--- src/rtl/lbp_pkg.sv ---
// shared types, constants and helpers for the lsb-first bit packer
// no dependencies
`timescale 1ns / 1ps

package lbp_pkg;

    localparam int VALUE_BITS  = 32;
    localparam int CAP_BITS    = 16;
    localparam int NBITS_W     = 6;
    localparam int BYTE_W      = 8;
    localparam int BIT_OFF_W   = 3;
    localparam int MAX_BEATS   = 4;
    localparam int BEAT_SEL_W  = 2;
    localparam int WORD_W      = VALUE_BITS + BYTE_W;
    localparam int IN_TDATA_W  = 40;
    localparam int IN_TUSER_W  = 2;
    localparam int OUT_TDATA_W = 40;
    localparam int OUT_TUSER_W = 2;

    // request kinds carried in the input tuser
    typedef enum logic [1:0] {
        REQ_PUT     = 2'd0,
        REQ_REPORT  = 2'd1,
        REQ_RESTART = 2'd2,
        REQ_NONE    = 2'd3
    } lbp_req_t;

    // stream position state
    typedef struct packed {
        logic [BYTE_W-1:0]    partial;
        logic [BIT_OFF_W-1:0] bit_off;
        logic [CAP_BITS-1:0]  byte_off;
    } lbp_state_t;

    // result of one item, shown as one to four beats
    typedef struct packed {
        logic [MAX_BEATS-1:0][BYTE_W-1:0] bytes;
        logic [BEAT_SEL_W-1:0]            last_sel;
        logic                             byte_valid;
        logic [CAP_BITS-1:0]              first_index;
        logic [CAP_BITS-1:0]              bytes_used;
        logic                             ok;
    } lbp_result_t;

    // full bytes plus one for a partial byte, saturated
    function automatic logic [CAP_BITS-1:0] used_count(
        input logic [CAP_BITS-1:0]  byte_off,
        input logic [BIT_OFF_W-1:0] bit_off
    );
        logic [CAP_BITS:0] sum;
        sum = {1'b0, byte_off} + {{CAP_BITS{1'b0}}, (bit_off != '0)};
        return sum[CAP_BITS] ? {CAP_BITS{1'b1}} : sum[CAP_BITS-1:0];
    endfunction

endpackage

--- src/rtl/lbp_pack_calc.sv ---
// combinational packing step: next stream state and the result of one item
// depends on lbp_pkg
`timescale 1ns / 1ps

module lbp_pack_calc
    import lbp_pkg::*;
(
    input  lbp_req_t              req,
    input  logic [VALUE_BITS-1:0] value,
    input  logic [NBITS_W-1:0]    nbits,
    input  logic [CAP_BITS-1:0]   capacity,
    input  lbp_state_t            cur,
    output lbp_state_t            nxt,
    output lbp_result_t           res
);

    logic [CAP_BITS-1:0]   room;
    logic [2:0]            room_cl;
    logic [NBITS_W-1:0]    avail;
    logic [NBITS_W-1:0]    nb_cl;
    logic [NBITS_W-1:0]    n_put;
    logic [VALUE_BITS-1:0] val_m;
    logic [WORD_W-1:0]     word;
    logic [WORD_W-1:0]     rest;
    logic [NBITS_W-1:0]    total;
    logic [2:0]            cnt;
    logic [2:0]            cnt_m1;
    lbp_state_t            put_st;

    // bits that still fit before the capacity, clamped past one full value
    always_comb
    begin
        room    = (cur.byte_off >= capacity) ? '0 : capacity - cur.byte_off;
        room_cl = (room >= CAP_BITS'(5)) ? 3'd5 : room[2:0];
        avail   = (room == '0) ? '0
                : {room_cl, 3'b000} - {{(NBITS_W-BIT_OFF_W){1'b0}}, cur.bit_off};
        nb_cl   = (nbits > NBITS_W'(VALUE_BITS)) ? NBITS_W'(VALUE_BITS) : nbits;
        n_put   = (nb_cl < avail) ? nb_cl : avail;
    end

    // merge the new bits above the partial byte
    always_comb
    begin
        val_m  = value & ~({VALUE_BITS{1'b1}} << n_put);
        word   = ({{BYTE_W{1'b0}}, val_m} << cur.bit_off)
               | {{VALUE_BITS{1'b0}}, cur.partial};
        total  = {{(NBITS_W-BIT_OFF_W){1'b0}}, cur.bit_off} + n_put;
        cnt    = total[NBITS_W-1:BIT_OFF_W];
        cnt_m1 = cnt - 3'd1;
        rest   = word >> {cnt, 3'b000};
        put_st.partial  = rest[BYTE_W-1:0];
        put_st.bit_off  = total[BIT_OFF_W-1:0];
        put_st.byte_off = cur.byte_off + {{(CAP_BITS-3){1'b0}}, cnt};
    end

    // select by request kind
    always_comb
    begin
        nxt = cur;
        res = '0;
        res.ok = 1'b1;
        unique case (req)
            REQ_PUT:
            begin
                nxt            = put_st;
                res.ok         = (n_put == nb_cl);
                res.bytes_used = used_count(put_st.byte_off, put_st.bit_off);
                if (cnt != '0)
                begin
                    res.bytes       = word[MAX_BEATS*BYTE_W-1:0];
                    res.byte_valid  = 1'b1;
                    res.first_index = cur.byte_off;
                    res.last_sel    = cnt_m1[BEAT_SEL_W-1:0];
                end
            end
            REQ_REPORT:
            begin
                res.byte_valid  = (cur.bit_off != '0);
                res.bytes[0]    = (cur.bit_off != '0) ? cur.partial : '0;
                res.first_index = cur.byte_off;
                res.bytes_used  = used_count(cur.byte_off, cur.bit_off);
            end
            REQ_RESTART:
            begin
                nxt = '0;
            end
            REQ_NONE:
            begin
                res.bytes_used = used_count(cur.byte_off, cur.bit_off);
            end
            default:
            begin
                nxt = cur;
            end
        endcase
    end

endmodule

--- src/rtl/lsb_first_bit_packer_core.sv ---
// lsb-first bit packer top level: input register, packing step, result register
// depends on lbp_pkg and lbp_pack_calc
`timescale 1ns / 1ps
//
// channel   dir  handshake                    payload
// s_axis    in   s_axis_tvalid/s_axis_tready  tdata value, nbits; tuser req_type
// m_axis    out  m_axis_tvalid/m_axis_tready  tdata out_byte, byte_index, bytes_used;
//                                             tuser byte_valid, ok; tlast last
// cfg       in   cfg_valid/cfg_ready          cfg_data byte_capacity
//
// a put gives one to four beats, one per cycle from the result register while
// m_axis_tready is high; every other request gives one beat. an item waits in the
// input register and reaches the result register as the previous item's last beat
// leaves, so single-beat items flow at one per cycle while m_axis_tready is high.
// reset clears the stream position and sets the capacity to its maximum.
// a stalled output holds its beat while one more input beat waits behind it.

module lsb_first_bit_packer_core
    import lbp_pkg::*;
(
    input  logic                   clk,
    input  logic                   rst_n,
    input  logic                   s_axis_tvalid,
    output logic                   s_axis_tready,
    input  logic [IN_TDATA_W-1:0]  s_axis_tdata,  // value[31:0], nbits[37:32], zero pad
    input  logic [IN_TUSER_W-1:0]  s_axis_tuser,  // req_type[1:0]
    output logic                   m_axis_tvalid,
    input  logic                   m_axis_tready,
    output logic [OUT_TDATA_W-1:0] m_axis_tdata,  // out_byte[7:0], byte_index[23:8],
                                                  // bytes_used[39:24]
    output logic [OUT_TUSER_W-1:0] m_axis_tuser,  // byte_valid[0], ok[1]
    output logic                   m_axis_tlast,
    input  logic                   cfg_valid,
    output logic                   cfg_ready,
    input  logic [CAP_BITS-1:0]    cfg_data
);

    logic                  in_valid_reg;
    lbp_req_t              in_req_reg;
    logic [VALUE_BITS-1:0] in_value_reg;
    logic [NBITS_W-1:0]    in_nbits_reg;

    logic [CAP_BITS-1:0]   capacity_reg;
    lbp_state_t            state_reg;
    lbp_state_t            state_next;

    logic                  out_valid_reg;
    lbp_result_t           res_reg;
    lbp_result_t           res_next;
    logic [BEAT_SEL_W-1:0] ptr_reg;
    logic [CAP_BITS-1:0]   idx_reg;

    logic                  out_last;
    logic                  out_beat;
    logic                  out_free;
    logic                  move;

    // handshake control
    assign out_last      = (ptr_reg == res_reg.last_sel);
    assign out_beat      = out_valid_reg && m_axis_tready;
    assign out_free      = !out_valid_reg || (m_axis_tready && out_last);
    assign move          = in_valid_reg && out_free;
    assign s_axis_tready = !in_valid_reg || out_free;
    assign cfg_ready     = 1'b1;

    // capacity register
    always_ff @(posedge clk or negedge rst_n)
    begin
        if (!rst_n)
            capacity_reg <= {CAP_BITS{1'b1}};
        else if (cfg_valid)
            capacity_reg <= cfg_data;
    end

    // input register
    always_ff @(posedge clk or negedge rst_n)
    begin
        if (!rst_n)
            in_valid_reg <= 1'b0;
        else if (s_axis_tready)
            in_valid_reg <= s_axis_tvalid;
    end

    always_ff @(posedge clk)
    begin
        if (s_axis_tready && s_axis_tvalid)
        begin
            in_req_reg   <= lbp_req_t'(s_axis_tuser);
            in_value_reg <= s_axis_tdata[VALUE_BITS-1:0];
            in_nbits_reg <= s_axis_tdata[VALUE_BITS+NBITS_W-1:VALUE_BITS];
        end
    end

    // packing step
    lbp_pack_calc u_calc (
        .req      (in_req_reg),
        .value    (in_value_reg),
        .nbits    (in_nbits_reg),
        .capacity (capacity_reg),
        .cur      (state_reg),
        .nxt      (state_next),
        .res      (res_next)
    );

    // stream position
    always_ff @(posedge clk or negedge rst_n)
    begin
        if (!rst_n)
            state_reg <= '0;
        else if (move)
            state_reg <= state_next;
    end

    // result register control
    always_ff @(posedge clk or negedge rst_n)
    begin
        if (!rst_n)
        begin
            out_valid_reg <= 1'b0;
            ptr_reg       <= '0;
        end
        else if (move)
        begin
            out_valid_reg <= 1'b1;
            ptr_reg       <= '0;
        end
        else if (out_beat)
        begin
            if (out_last)
                out_valid_reg <= 1'b0;
            else
                ptr_reg <= ptr_reg + BEAT_SEL_W'(1);
        end
    end

    // result payload and running byte index
    always_ff @(posedge clk)
    begin
        if (move)
        begin
            res_reg <= res_next;
            idx_reg <= res_next.first_index;
        end
        else if (out_beat && !out_last)
        begin
            idx_reg <= idx_reg + CAP_BITS'(1);
        end
    end

    // output beat
    assign m_axis_tvalid = out_valid_reg;
    assign m_axis_tdata  = {res_reg.bytes_used, idx_reg, res_reg.bytes[ptr_reg]};
    assign m_axis_tuser  = {res_reg.ok, res_reg.byte_valid};
    assign m_axis_tlast  = out_last;

endmodule

--- config.mk ---
export PLATFORM = sky130hd
export DESIGN_NAME = lsb_first_bit_packer_core
export DESIGN_NICKNAME = d
export VERILOG_FILES = /design/src/rtl/lbp_pkg.sv /design/src/rtl/lbp_pack_calc.sv /design/src/rtl/lsb_first_bit_packer_core.sv
export SDC_FILE = /design/constraint.sdc
export NUM_CORES = 1
export LEC_CHECK = 0
export BUFFER_PORTS_ARGS = -buffer_cell sky130_fd_sc_hd__buf_2
export CORE_ASPECT_RATIO = 0.5
export CORE_MARGIN = 2
export CORE_UTILIZATION = 55
export CTS_CLUSTER_DIAMETER = 150
export DETAILED_ROUTE_END_ITERATION = 12
export PLACE_DENSITY_LB_ADDON = 0.3
export SLEW_MARGIN = 20
export SYNTH_ARGS = -nofsm -noshare
export SYNTH_HDL_FRONTEND = slang
export SYNTH_SLANG_ARGS = --single-unit
--- constraint.sdc ---
create_clock -name clk -period 9.8 [get_ports clk]
set_clock_uncertainty 0.1 [all_clocks]
set_input_delay 0.49 -clock clk [delete_from_list [all_inputs] [get_ports clk]]
set_output_delay 0.49 -clock clk [all_outputs]
set_load 0.02 [all_outputs]
==> run_results.csv, run 1 <==
group,metric,value,unit
run_status,status,"completed",
timing,tightest_slew,1.06,ns
placement,hpwl,26100,um
yosys,synth_edf_count,108,
die,num_rows,37,
timing,slew_headroom,28.9,%
yosys,syn_nets,1390,
cells_and_area,syn2layout_area_growth,12.1,%
yosys,synth_cell_types,101,
detailed_routing,drt_iter0_markers,1346,
yosys,ys_seq_area_share,37.9,%
clocking,cts.sinks,155,
worst_setup_path,cp.arrival,9.40,ns
placement,post-place-ws,0.212,ns
timing,finalSetupViolCount,0,
job,drv_cap,0,
detailed_routing,viasPerCell,6.44,
cells_and_area,final_nets,1472,
cells_and_area,fin_util,63.4,%
clocking,clk_latency,0.45,ns
die,initial_core_util,56.5,%
worst_setup_path,cp_data_required_time,9.99,ns
worst_setup_path,cp_slowest_stage_delay,0.52,ns
die,dieWidth,210,um
clocking,root_buffer,"clkbuf_16",
worst_setup_path,cp_max_fo,21,
grt,grt_pass1_vias,9807,
die,die_h,107,um
detailed_routing,wl_per_cell,20.9,um
power_and_ir_drop,report.power.total,4.46,mW
detailed_routing,antenna_left,0,
hold_path,holdCritPathClass,"in2async",
worst_setup_path,cp-end-kind,"register",
clocking,h-tree-depth,4,
power_and_ir_drop,p_leak,5.04,nW
placement,io_buffers,105,
detailed_routing,routed-via-count,10666,
yosys,yosys_warnings,0,
cells_and_area,num_antenna_cells,0,
timing,finalHoldViolCount,0,
grt,antenna_found_initial,0,
timing,fmax,0.109,GHz
detailed_routing,routed_wirelength,34600,um
power_and_ir_drop,p_per_area,340,nW/um^2
grt,grt_pass1_wl,54900,um
timing,slew_viol_final,0,
die,design.die.area,22500,um^2
grt,grtUsageTotal,31.8,%
yosys,synth_async_sr_flop_share,30.3,%
worst_setup_path,critical_path_class,"reg2reg",
yosys,synth_area,11700,um^2
clocking,cts_inserted_buffers,17,
grt,grt_max_degree,68,
timing,period_share,93.9,%
clocking,clk_path_buf_depth,2,
cells_and_area,largest_reg_flops,34,
placement,place_congestion,0.958,
worst_setup_path,slowest_stage,"dfstp_2",
timing,fin_crit,9.21,ns
die,core,20700,um^2
yosys,synth_area_per_cell,9.08,um^2
power_and_ir_drop,irDropWorstVdd,0.000163,V
die,ios,109,
worst_setup_path,start_kind,"register",
cells_and_area,drive_gt1_share,21.3,%
clocking,clk_pin_slew,0.07,ns
yosys,ys_seq_elements,155,
yosys,synthCells,1288,
grt,grt-ovfl-total,0,
detailed_routing,post-route-drc-count,0,
timing,setup_slack,0.595,ns
yosys,synth-main-ff-cell,"edfxtp_1",
clocking,cts_tree,"built",
clocking,cts_hold_buffers,0,
detailed_routing,first_pass_iters,7,
layer usage:
layer  GRT usage (%)  vias up  part of all wire (%)
met1            46.5     5094                    46
met2            47.3      552                    43
met3            6.91       56                   9.3
met4            9.22        0                   2.0
li1                -     4964                     -
met5               0        -                     0
logic make-up (layout without fill, tap and decap cells):
group / Yosys count / after routing / share of synthesized area, %
AO/OA/AOI/OAI: 396 / 396 / 23.6
buffers and inverters: 143 / 238 / 5.55
XOR/XNOR: 62 / 62 / 4.77
multiplexers: 47 / 47 / 5.59
AND/OR/NAND/NOR: 445 / 445 / 18.2
flip-flops: 155 / 155 / 37.9
adder cells (fa/ha/maj): 39 / 39 / 4.36
other: 1 / 1 / 0.0321
final cells by class:
class                   count  area, um^2
fillers                  1776        7570
multi-input cells         990        6660
flip-flops and latches    155        4440
repair buffers            150         863
clock buffers              20         457
well taps                 273         342
inverters                  56         210
clock inverters            12         145
repair_timing:
item,4_1_cts,5_1_grt
setup endpoints to repair,0,16
buffers inserted,0,4
resized for setup,0,11
cells in the final DEF (no fill, tap or decap), types with 7 or more instances in the layout:
cell       count
a211oi_1      22
nor4_1         8
o21ai_0       96
o31a_1         7
or2_2         12
nand3_1       40
xnor2_1       44
ha_1          36
o21a_1        11
nand2_1      155
mux2_2        21
edfxtp_1     108
dfrtp_1       31
inv_1         50
or3_1          8
a22oi_1        7
nor2b_1       12
a22o_1        13
buf_2        105
clkbuf_16     17
o22ai_1       17
buf_4         45
and2_1        18
o21ai_1       13
mux4_2        12
a21oi_1       59
nor3_1        24
a211o_1        9
nor2_1       108
mux2i_1       12
and3_1        12
xor2_1        16
o211ai_1      18
nand4_1       15
nand2b_1       7
a21o_1        13
a31oi_1       15
dfstp_2       16
cell usage after synthesis, drive strengths merged, types with 21 or more instances:
master  instances  area share [%]
a211oi         24             1.6
a21oi          65             2.9
buf            38             2.2
clkbuf         49             1.6
dfrtp          31             6.6
edfxtp        108              28
ha             36             3.8
inv            55             1.8
mux2           21             2.0
nand2         156             5.0
nand3          42             2.0
nor2          111             3.6
nor3           27             1.2
o21ai         109             4.7
xnor2          46             3.6
power breakdown:
group	switching (mW)	internal, mW
clock network	0.275	0.412
registers	0.151	0.971
logic	1.74	0.913
total	2.16	2.30
worst paths after layout:
path / start / endpoint / slack, ns / cells past startpoint
max in group asynchronous: rst_n / state_reg[5]$_DFFE_PN0P_ / 9.06 / 2
hold reg to reg: capacity_reg[0]$_DFFE_PN1P_ / capacity_reg[0]$_DFFE_PN1P_ / 0.44 / 2
hold / removal: rst_n / state_reg[23]$_DFFE_PN0P_ / 0.07 / 2
min in group clk: s_axis_tdata[33] / in_nbits_reg[1]$_DFFE_PP_ / 0.12 / 1
setup / recovery: capacity_reg[0]$_DFFE_PN1P_ / m_axis_tdata[26]$_DFFE_PP_ / 0.59 / 42
setup reg to reg: capacity_reg[0]$_DFFE_PN1P_ / m_axis_tdata[26]$_DFFE_PP_ / 0.59 / 42
metrics by stage:
| step | instance area [um^2] | hold WS [ns] | TNS (ns) | instances |
|---|---|---|---|---|
| 3_3_place_gp | 12400 | 0.399 | 0 | 1620 |
| 5_1_grt | 13100 | 0.106 | -0.00330 | 1656 |
| 4_1_cts | 13000 | 0.0907 | 0 | 1652 |
| 6_report | 13100 | 0.0699 | 0 | 1656 |
| 3_5_place_dp | 12400 | 0.435 | 0 | 1620 |
| 2_1_floorplan | 11700 | 0.0944 | 0 | 1288 |
critical path, delay by kind of cell (launching register included):
kind,cells,cell delay (ns)
xor gates and xnor gates,3,0.55
buffers and inverters,6,0.65
AOI/OAI and AO/OA,12,2.45
DFF,1,0.52
muxes,1,0.27
and+or+nand+nor,14,2.68
adders and majority gates,6,1.85
Power figures use the tool's default switching activity.
==> run 2, diff against run 1 <==
--- a/config.mk
+++ b/config.mk
@@ -9,5 +9,5 @@
 export CORE_ASPECT_RATIO = 0.5
 export CORE_MARGIN = 2
-export CORE_UTILIZATION = 55
+export CORE_UTILIZATION = 25
 export CTS_CLUSTER_DIAMETER = 150
 export DETAILED_ROUTE_END_ITERATION = 12
==> constraint.sdc (replaced) <==
create_clock -name clk -period 9.8 [get_ports clk]
set_clock_uncertainty 0.1 [all_clocks]
set_input_delay 1.47 -clock clk [delete_from_list [all_inputs] [get_ports clk]]
set_output_delay 1.47 -clock clk [all_outputs]
set_load 0.02 [all_outputs]
==> run_results.csv, run 2 (synthesized netlist as in run 1, its figures left out) <==
group,metric,value,unit
timing,slew_viol_final,0,
detailed_routing,drt_iter0_markers,810,
worst_setup_path,cpMostUsedCell,"a21o_1",
worst_setup_path,cp_slowest_stage_delay,0.52,ns
power_and_ir_drop,p_per_area,332,nW/um^2
grt,grt_max_degree,69,
die,ios,109,
grt,grtUsageTotal,15.7,%
worst_setup_path,critical_path_class,"reg2reg",
grt,grt_pass1_wl,58900,um
detailed_routing,post-route-drc-count,0,
placement,post-place-ws,0.111,ns
worst_setup_path,cp_data_required_time,10.02,ns
grt,grt_pass1_vias,9960,
timing,holdWs,0.419,ns
cells_and_area,final_common_cell,"nand2_1",
cells_and_area,final_cell_mix,"nand2_1, edfxtp_1, nor2_1",
timing,fin_tns_setup,0,ns
clocking,cts_inserted_buffers,17,
die,design.die.area,48700,um^2
power_and_ir_drop,p_leak,5.05,nW
detailed_routing,wl_per_cell,18.8,um
placement,hpwl,28400,um
timing,period_share,92.8,%
placement,io_buffers,105,
clocking,cts_hold_buffers,0,
worst_setup_path,cp-end-kind,"register",
die,die_h,157,um
timing,rsz0062_at_grt,"no",
timing,fmax,0.110,GHz
die,num_rows,55,
clocking,clk_latency,0.46,ns
clocking,clk_path_buf_depth,2,
timing,finalSetupViolCount,0,
detailed_routing,viasPerCell,5.12,
timing,finalHoldViolCount,0,
cells_and_area,largest_reg_flops,34,
placement,dp.cells,1972,
cells_and_area,fin_cells,2008,
clocking,h-tree-depth,4,
detailed_routing,first_pass_iters,5,
die,dieWidth,310,um
detailed_routing,dr_wl_met3,1790,um
clocking,clk_pin_slew,0.08,ns
timing,setup_slack,0.703,ns
cells_and_area,drive_gt1_share,21.5,%
hold_path,holdCritPathClass,"reg2reg",
worst_setup_path,cp_max_fo,10,
detailed_routing,dr_wl_met2,17400,um
power_and_ir_drop,irDropWorstVdd,0.000136,V
cells_and_area,syn2layout_area_growth,16.4,%
grt,grt-ovfl-total,0,
detailed_routing,wl_met1,17800,um
clocking,root_buffer,"clkbuf_16",
placement,place_congestion,0.900,
timing,slew_headroom,33.3,%
run_status,status,"completed",
die,initial_core_util,25.6,%
timing,tightest_slew,1.00,ns
grt,antenna_found_initial,2,
job,drv_cap,0,
cells_and_area,final_nets,1469,
detailed_routing,routed-via-count,10284,
clocking,cts.sinks,155,
die,core,45700,um^2
detailed_routing,routed_wirelength,37800,um
clocking,cts_tree,"built",
worst_setup_path,start_kind,"register",
detailed_routing,antenna_left,0,
detailed_routing,dr.max_layer_used,"met5",
timing,fin_crit,9.10,ns
worst_setup_path,cp.arrival,9.31,ns
worst_setup_path,slowest_stage,"dfstp_2",
## run 2: changes by cell type in the layout (fill, tap and decap cells not counted), sizes merged
cell	change
clkinvlp	-1
diode	+1
clkbuf	-3
inv	+5
buf	-3
clkinv	-1
## run 2: timing repair
| item | 4_1_cts | 5_1_grt |
|---|---|---|
| resized for setup | 0 | 15 |
| buffers inserted | 0 | 3 |
| setup endpoints to repair | 0 | 16 |
## run 2: through the flow
step	total power, mW	area, um^2	utilization, %
final	4.52	13600	29.8
after global routing	4.81	13600	29.8
after CTS	4.49	13500	29.6
after detailed placement	3.73	12900	28.2
after global placement	3.73	12900	28.2
after floorplan	2.93	11700	-
## run 2: final timing paths
path                                                   from                         end  slack (ns)  cells after the start
worst max-delay path            capacity_reg[0]$_DFFE_PN1P_  m_axis_tdata[32]$_DFFE_PP_        0.70                     42
worst min-delay path               in_valid_reg$_DFFE_PN0N_   m_axis_tvalid$_DFFE_PN0P_        0.42                      1
worst max register to register  capacity_reg[0]$_DFFE_PN1P_  m_axis_tdata[32]$_DFFE_PP_        0.70                     42
worst min register to register     in_valid_reg$_DFFE_PN0N_   m_axis_tvalid$_DFFE_PN0P_        0.42                      1
max in group asynchronous                             rst_n   state_reg[20]$_DFFE_PN0P_        8.05                      2
min in group asynchronous                             rst_n    state_reg[8]$_DFFE_PN0P_        1.07                      2
## run 2: critical path: cells and delay by family, from the launching register on
kind / cells / cell delay [ns]
buffers and inverters: 5 / 0.49
XOR/XNOR: 3 / 0.57
adder cells (fa/ha/maj): 6 / 1.97
AO/OA/AOI/OAI: 13 / 2.61
flip-flops: 1 / 0.52
AND/OR/NAND/NOR: 14 / 2.55
multiplexers: 1 / 0.13
## run 2: where the power goes
group	total, mW	leakage [nW]	internal [mW]	switching [mW]
logic	2.66	3.14	0.907	1.75
clock network	0.745	0.314	0.416	0.328
registers	1.12	1.60	0.971	0.146
## run 2: layout make-up
class,count,area [um^2]
Antenna cell,1,2.50
Clock buffer,17,425
Clock inverter,15,226
Fill cell,4912,32100
Inverter,56,210
Multi-Input combinational cell,990,6690
Sequential cell,155,4440
Tap cell,627,785
Timing Repair Buffer,147,841
## run 2: per-layer routing
metal | vias up | GRT usage, %
met5 | - | 0
met4 | 2 | 4.88
met3 | 45 | 2.56
met2 | 298 | 24.7
met1 | 4970 | 22.0
li1 | 4969 | -
==> run 3, diff against run 2 <==
BUFFER_PORTS_ARGS = default   (was -buffer_cell sky130_fd_sc_hd__buf_2)
CTS_CLUSTER_SIZE = 12   (was default)
DONT_BUFFER_PORTS = 1   (was default)
==> run_results.csv, run 3 (synthesized netlist as in run 1, its figures left out) <==
group,metric,value,unit
run_status,status,"completed",
die,ios,109,
clocking,clk_latency,0.46,ns
timing,finalSetupViolCount,0,
timing,finalHoldViolCount,0,
worst_setup_path,crit_cells,39,
cells_and_area,syn2layout_area_growth,11.1,%
grt,grt-ovfl-total,0,
die,initial_core_util,25.6,%
placement,place_congestion,0.919,
cells_and_area,regArea,4440,um^2
grt,grt_pass1_wl,57800,um
power_and_ir_drop,intPower,2.16,mW
detailed_routing,post-route-drc-count,0,
cells_and_area,fill_cells,4896,
clocking,root_buffer,"clkbuf_16",
cells_and_area,drive_gt1_share,14.6,%
worst_setup_path,cp_max_fo,17,
worst_setup_path,r2r-end,"m_axis_tdata[28]$_DFFE_PP_",
worst_setup_path,crit-reg2reg-launch,"capacity_reg[0]$_DFFE_PN1P_",
power_and_ir_drop,combinationalPowerShare,57.2,%
timing,tightest_slew,1.02,ns
hold_path,holdCritPathClass,"reg2reg",
worst_setup_path,slowest_stage,"dfstp_2",
placement,hpwl,28500,um
grt,antenna_found_initial,12,
timing,rsz0062_at_grt,"no",
timing,slew_viol_final,0,
hold_path,worstHoldEndpoint,"capacity_reg[0]$_DFFE_PN1P_",
die,num_rows,55,
timing,fin_tns_setup,0,ns
power_and_ir_drop,pwr-share-seq,27.6,%
power_and_ir_drop,netSwitchingFraction,50.3,%
clocking,cts_tree,"built",
cells_and_area,stdcell_area,13000,um^2
worst_setup_path,cp_slowest_stage_delay,0.51,ns
power_and_ir_drop,irDropWorstVdd,0.000126,V
die,core,45700,um^2
die,design.die.area,48700,um^2
clocking,cts.sinks,155,
timing,slew_headroom,32.0,%
die,die_h,157,um
detailed_routing,first_pass_iters,5,
grt,grt_pass1_vias,9402,
cells_and_area,final_common_cell,"nand2_1",
clocking,cts_inserted_buffers,17,
detailed_routing,routed_wirelength,37500,um
timing,fmax,0.109,GHz
hold_path,min_path_cells,2,
job,drv_cap,0,
clocking,clk_pin_slew,0.08,ns
timing,fin_crit,9.21,ns
placement,io_buffers,0,
cells_and_area,final_nets,1367,
worst_setup_path,reg2reg_setup_slack,0.59,ns
power_and_ir_drop,p_clk_share,15.2,%
power_and_ir_drop,report.power.total,4.34,mW
worst_setup_path,cp-startpoint,"capacity_reg[0]$_DFFE_PN1P_",
clocking,h-tree-depth,4,
cells_and_area,multiInputGateArea,6630,um^2
detailed_routing,drt_iter0_markers,909,
grt,grt_max_degree,69,
detailed_routing,routed-via-count,9893,
worst_setup_path,critPathBufInv,5,
power_and_ir_drop,switching_power,2.19,mW
worst_setup_path,reg2reg_depth,39,
detailed_routing,antenna_left,0,
worst_setup_path,cp_data_required_time,10.01,ns
placement,placed_area,12400,um^2
worst_setup_path,cp.arrival,9.43,ns
clocking,cts_setup_buffers,0,
power_and_ir_drop,p_per_area,334,nW/um^2
worst_setup_path,crit_family,"simple AND/OR/NAND/NOR gates",
power_and_ir_drop,p_leak,4.60,nW
clocking,clk_path_buf_depth,2,
cells_and_area,final_cell_mix,"nand2_1, edfxtp_1, nor2_1",
timing,period_share,94.0,%
worst_setup_path,critical_path_class,"reg2reg",
worst_setup_path,start_kind,"register",
detailed_routing,wl_per_cell,19.6,um
detailed_routing,viasPerCell,5.17,
grt,grtUsageTotal,15.5,%
hold_path,hold_path_startpoint,"capacity_reg[0]$_DFFE_PN1P_",
cells_and_area,largest_reg_flops,34,
worst_setup_path,cp-end-kind,"register",
die,dieWidth,310,um
==> run 3: routing by layer <==
| metal | share of wire [%] | up-vias | track usage, % |
|---|---|---|---|
| li1 | - | 4760 | - |
| met1 | 47 | 4774 | 21.1 |
| met2 | 46 | 302 | 25.0 |
| met3 | 5.3 | 49 | 3.33 |
| met4 | 1.7 | 8 | 4.03 |
| met5 | 0.11 | - | 0 |
==> run 3: area by class of cell <==
type	count	area share, %
multi-input combinational	990	51.0
sequential	155	34.2
tap	627	6.04
clock buffer	17	3.27
timing repair buffer	45	2.60
inverter	56	1.62
clock inverter	15	1.17
antenna	7	0.135
==> run 3: power by group through the flow <==
stage	registers, mW	logic, mW	clock network, mW
after global placement	1.21	2.44	0
after detailed placement	1.22	2.44	0
final	1.20	2.49	0.658
after global routing	1.23	2.69	0.704
after CTS	1.20	2.45	0.678
after floorplan	1.11	1.82	0
==> run 3: worst max-delay path by stage <==
stage | end | slack (ns)
5_1_grt | m_axis_tdata[29]$_DFFE_PP_ | 0.003
6_report | m_axis_tdata[28]$_DFFE_PP_ | 0.59
2_1_floorplan | m_axis_tdata[34]$_DFFE_PP_ | 0.55
3_3_place_gp | m_axis_tdata[29]$_DFFE_PP_ | 0.42
4_1_cts | m_axis_tdata[29]$_DFFE_PP_ | 0.43
3_5_place_dp | m_axis_tdata[28]$_DFFE_PP_ | 0.51
==> run 3: worst min-delay path: cells and delay by family, from the launching register on <==
family	cells	cell delay (ns)
DFF	1	0.36
AOI/OAI and AO/OA	1	0.09
buffers and inverters	1	0.07
==> run 3: through the flow <==
step	setup WS, ns	hold slack [ns]	util (%)	instances
after floorplan	0.551	0.380	-	1288
after global placement	0.424	0.416	27.1	1873
after detailed placement	0.505	0.418	27.1	1873
after CTS	0.431	0.433	28.4	1905
after global routing	0.00343	0.466	28.4	1910
final	0.586	0.424	28.4	1912
==> run 3: what timing repair did <==
item                       CTS  global route
hold endpoints to repair     0             0
gates resized for setup      0             4
setup endpoints to repair    0            14
hold buffers                 0             0
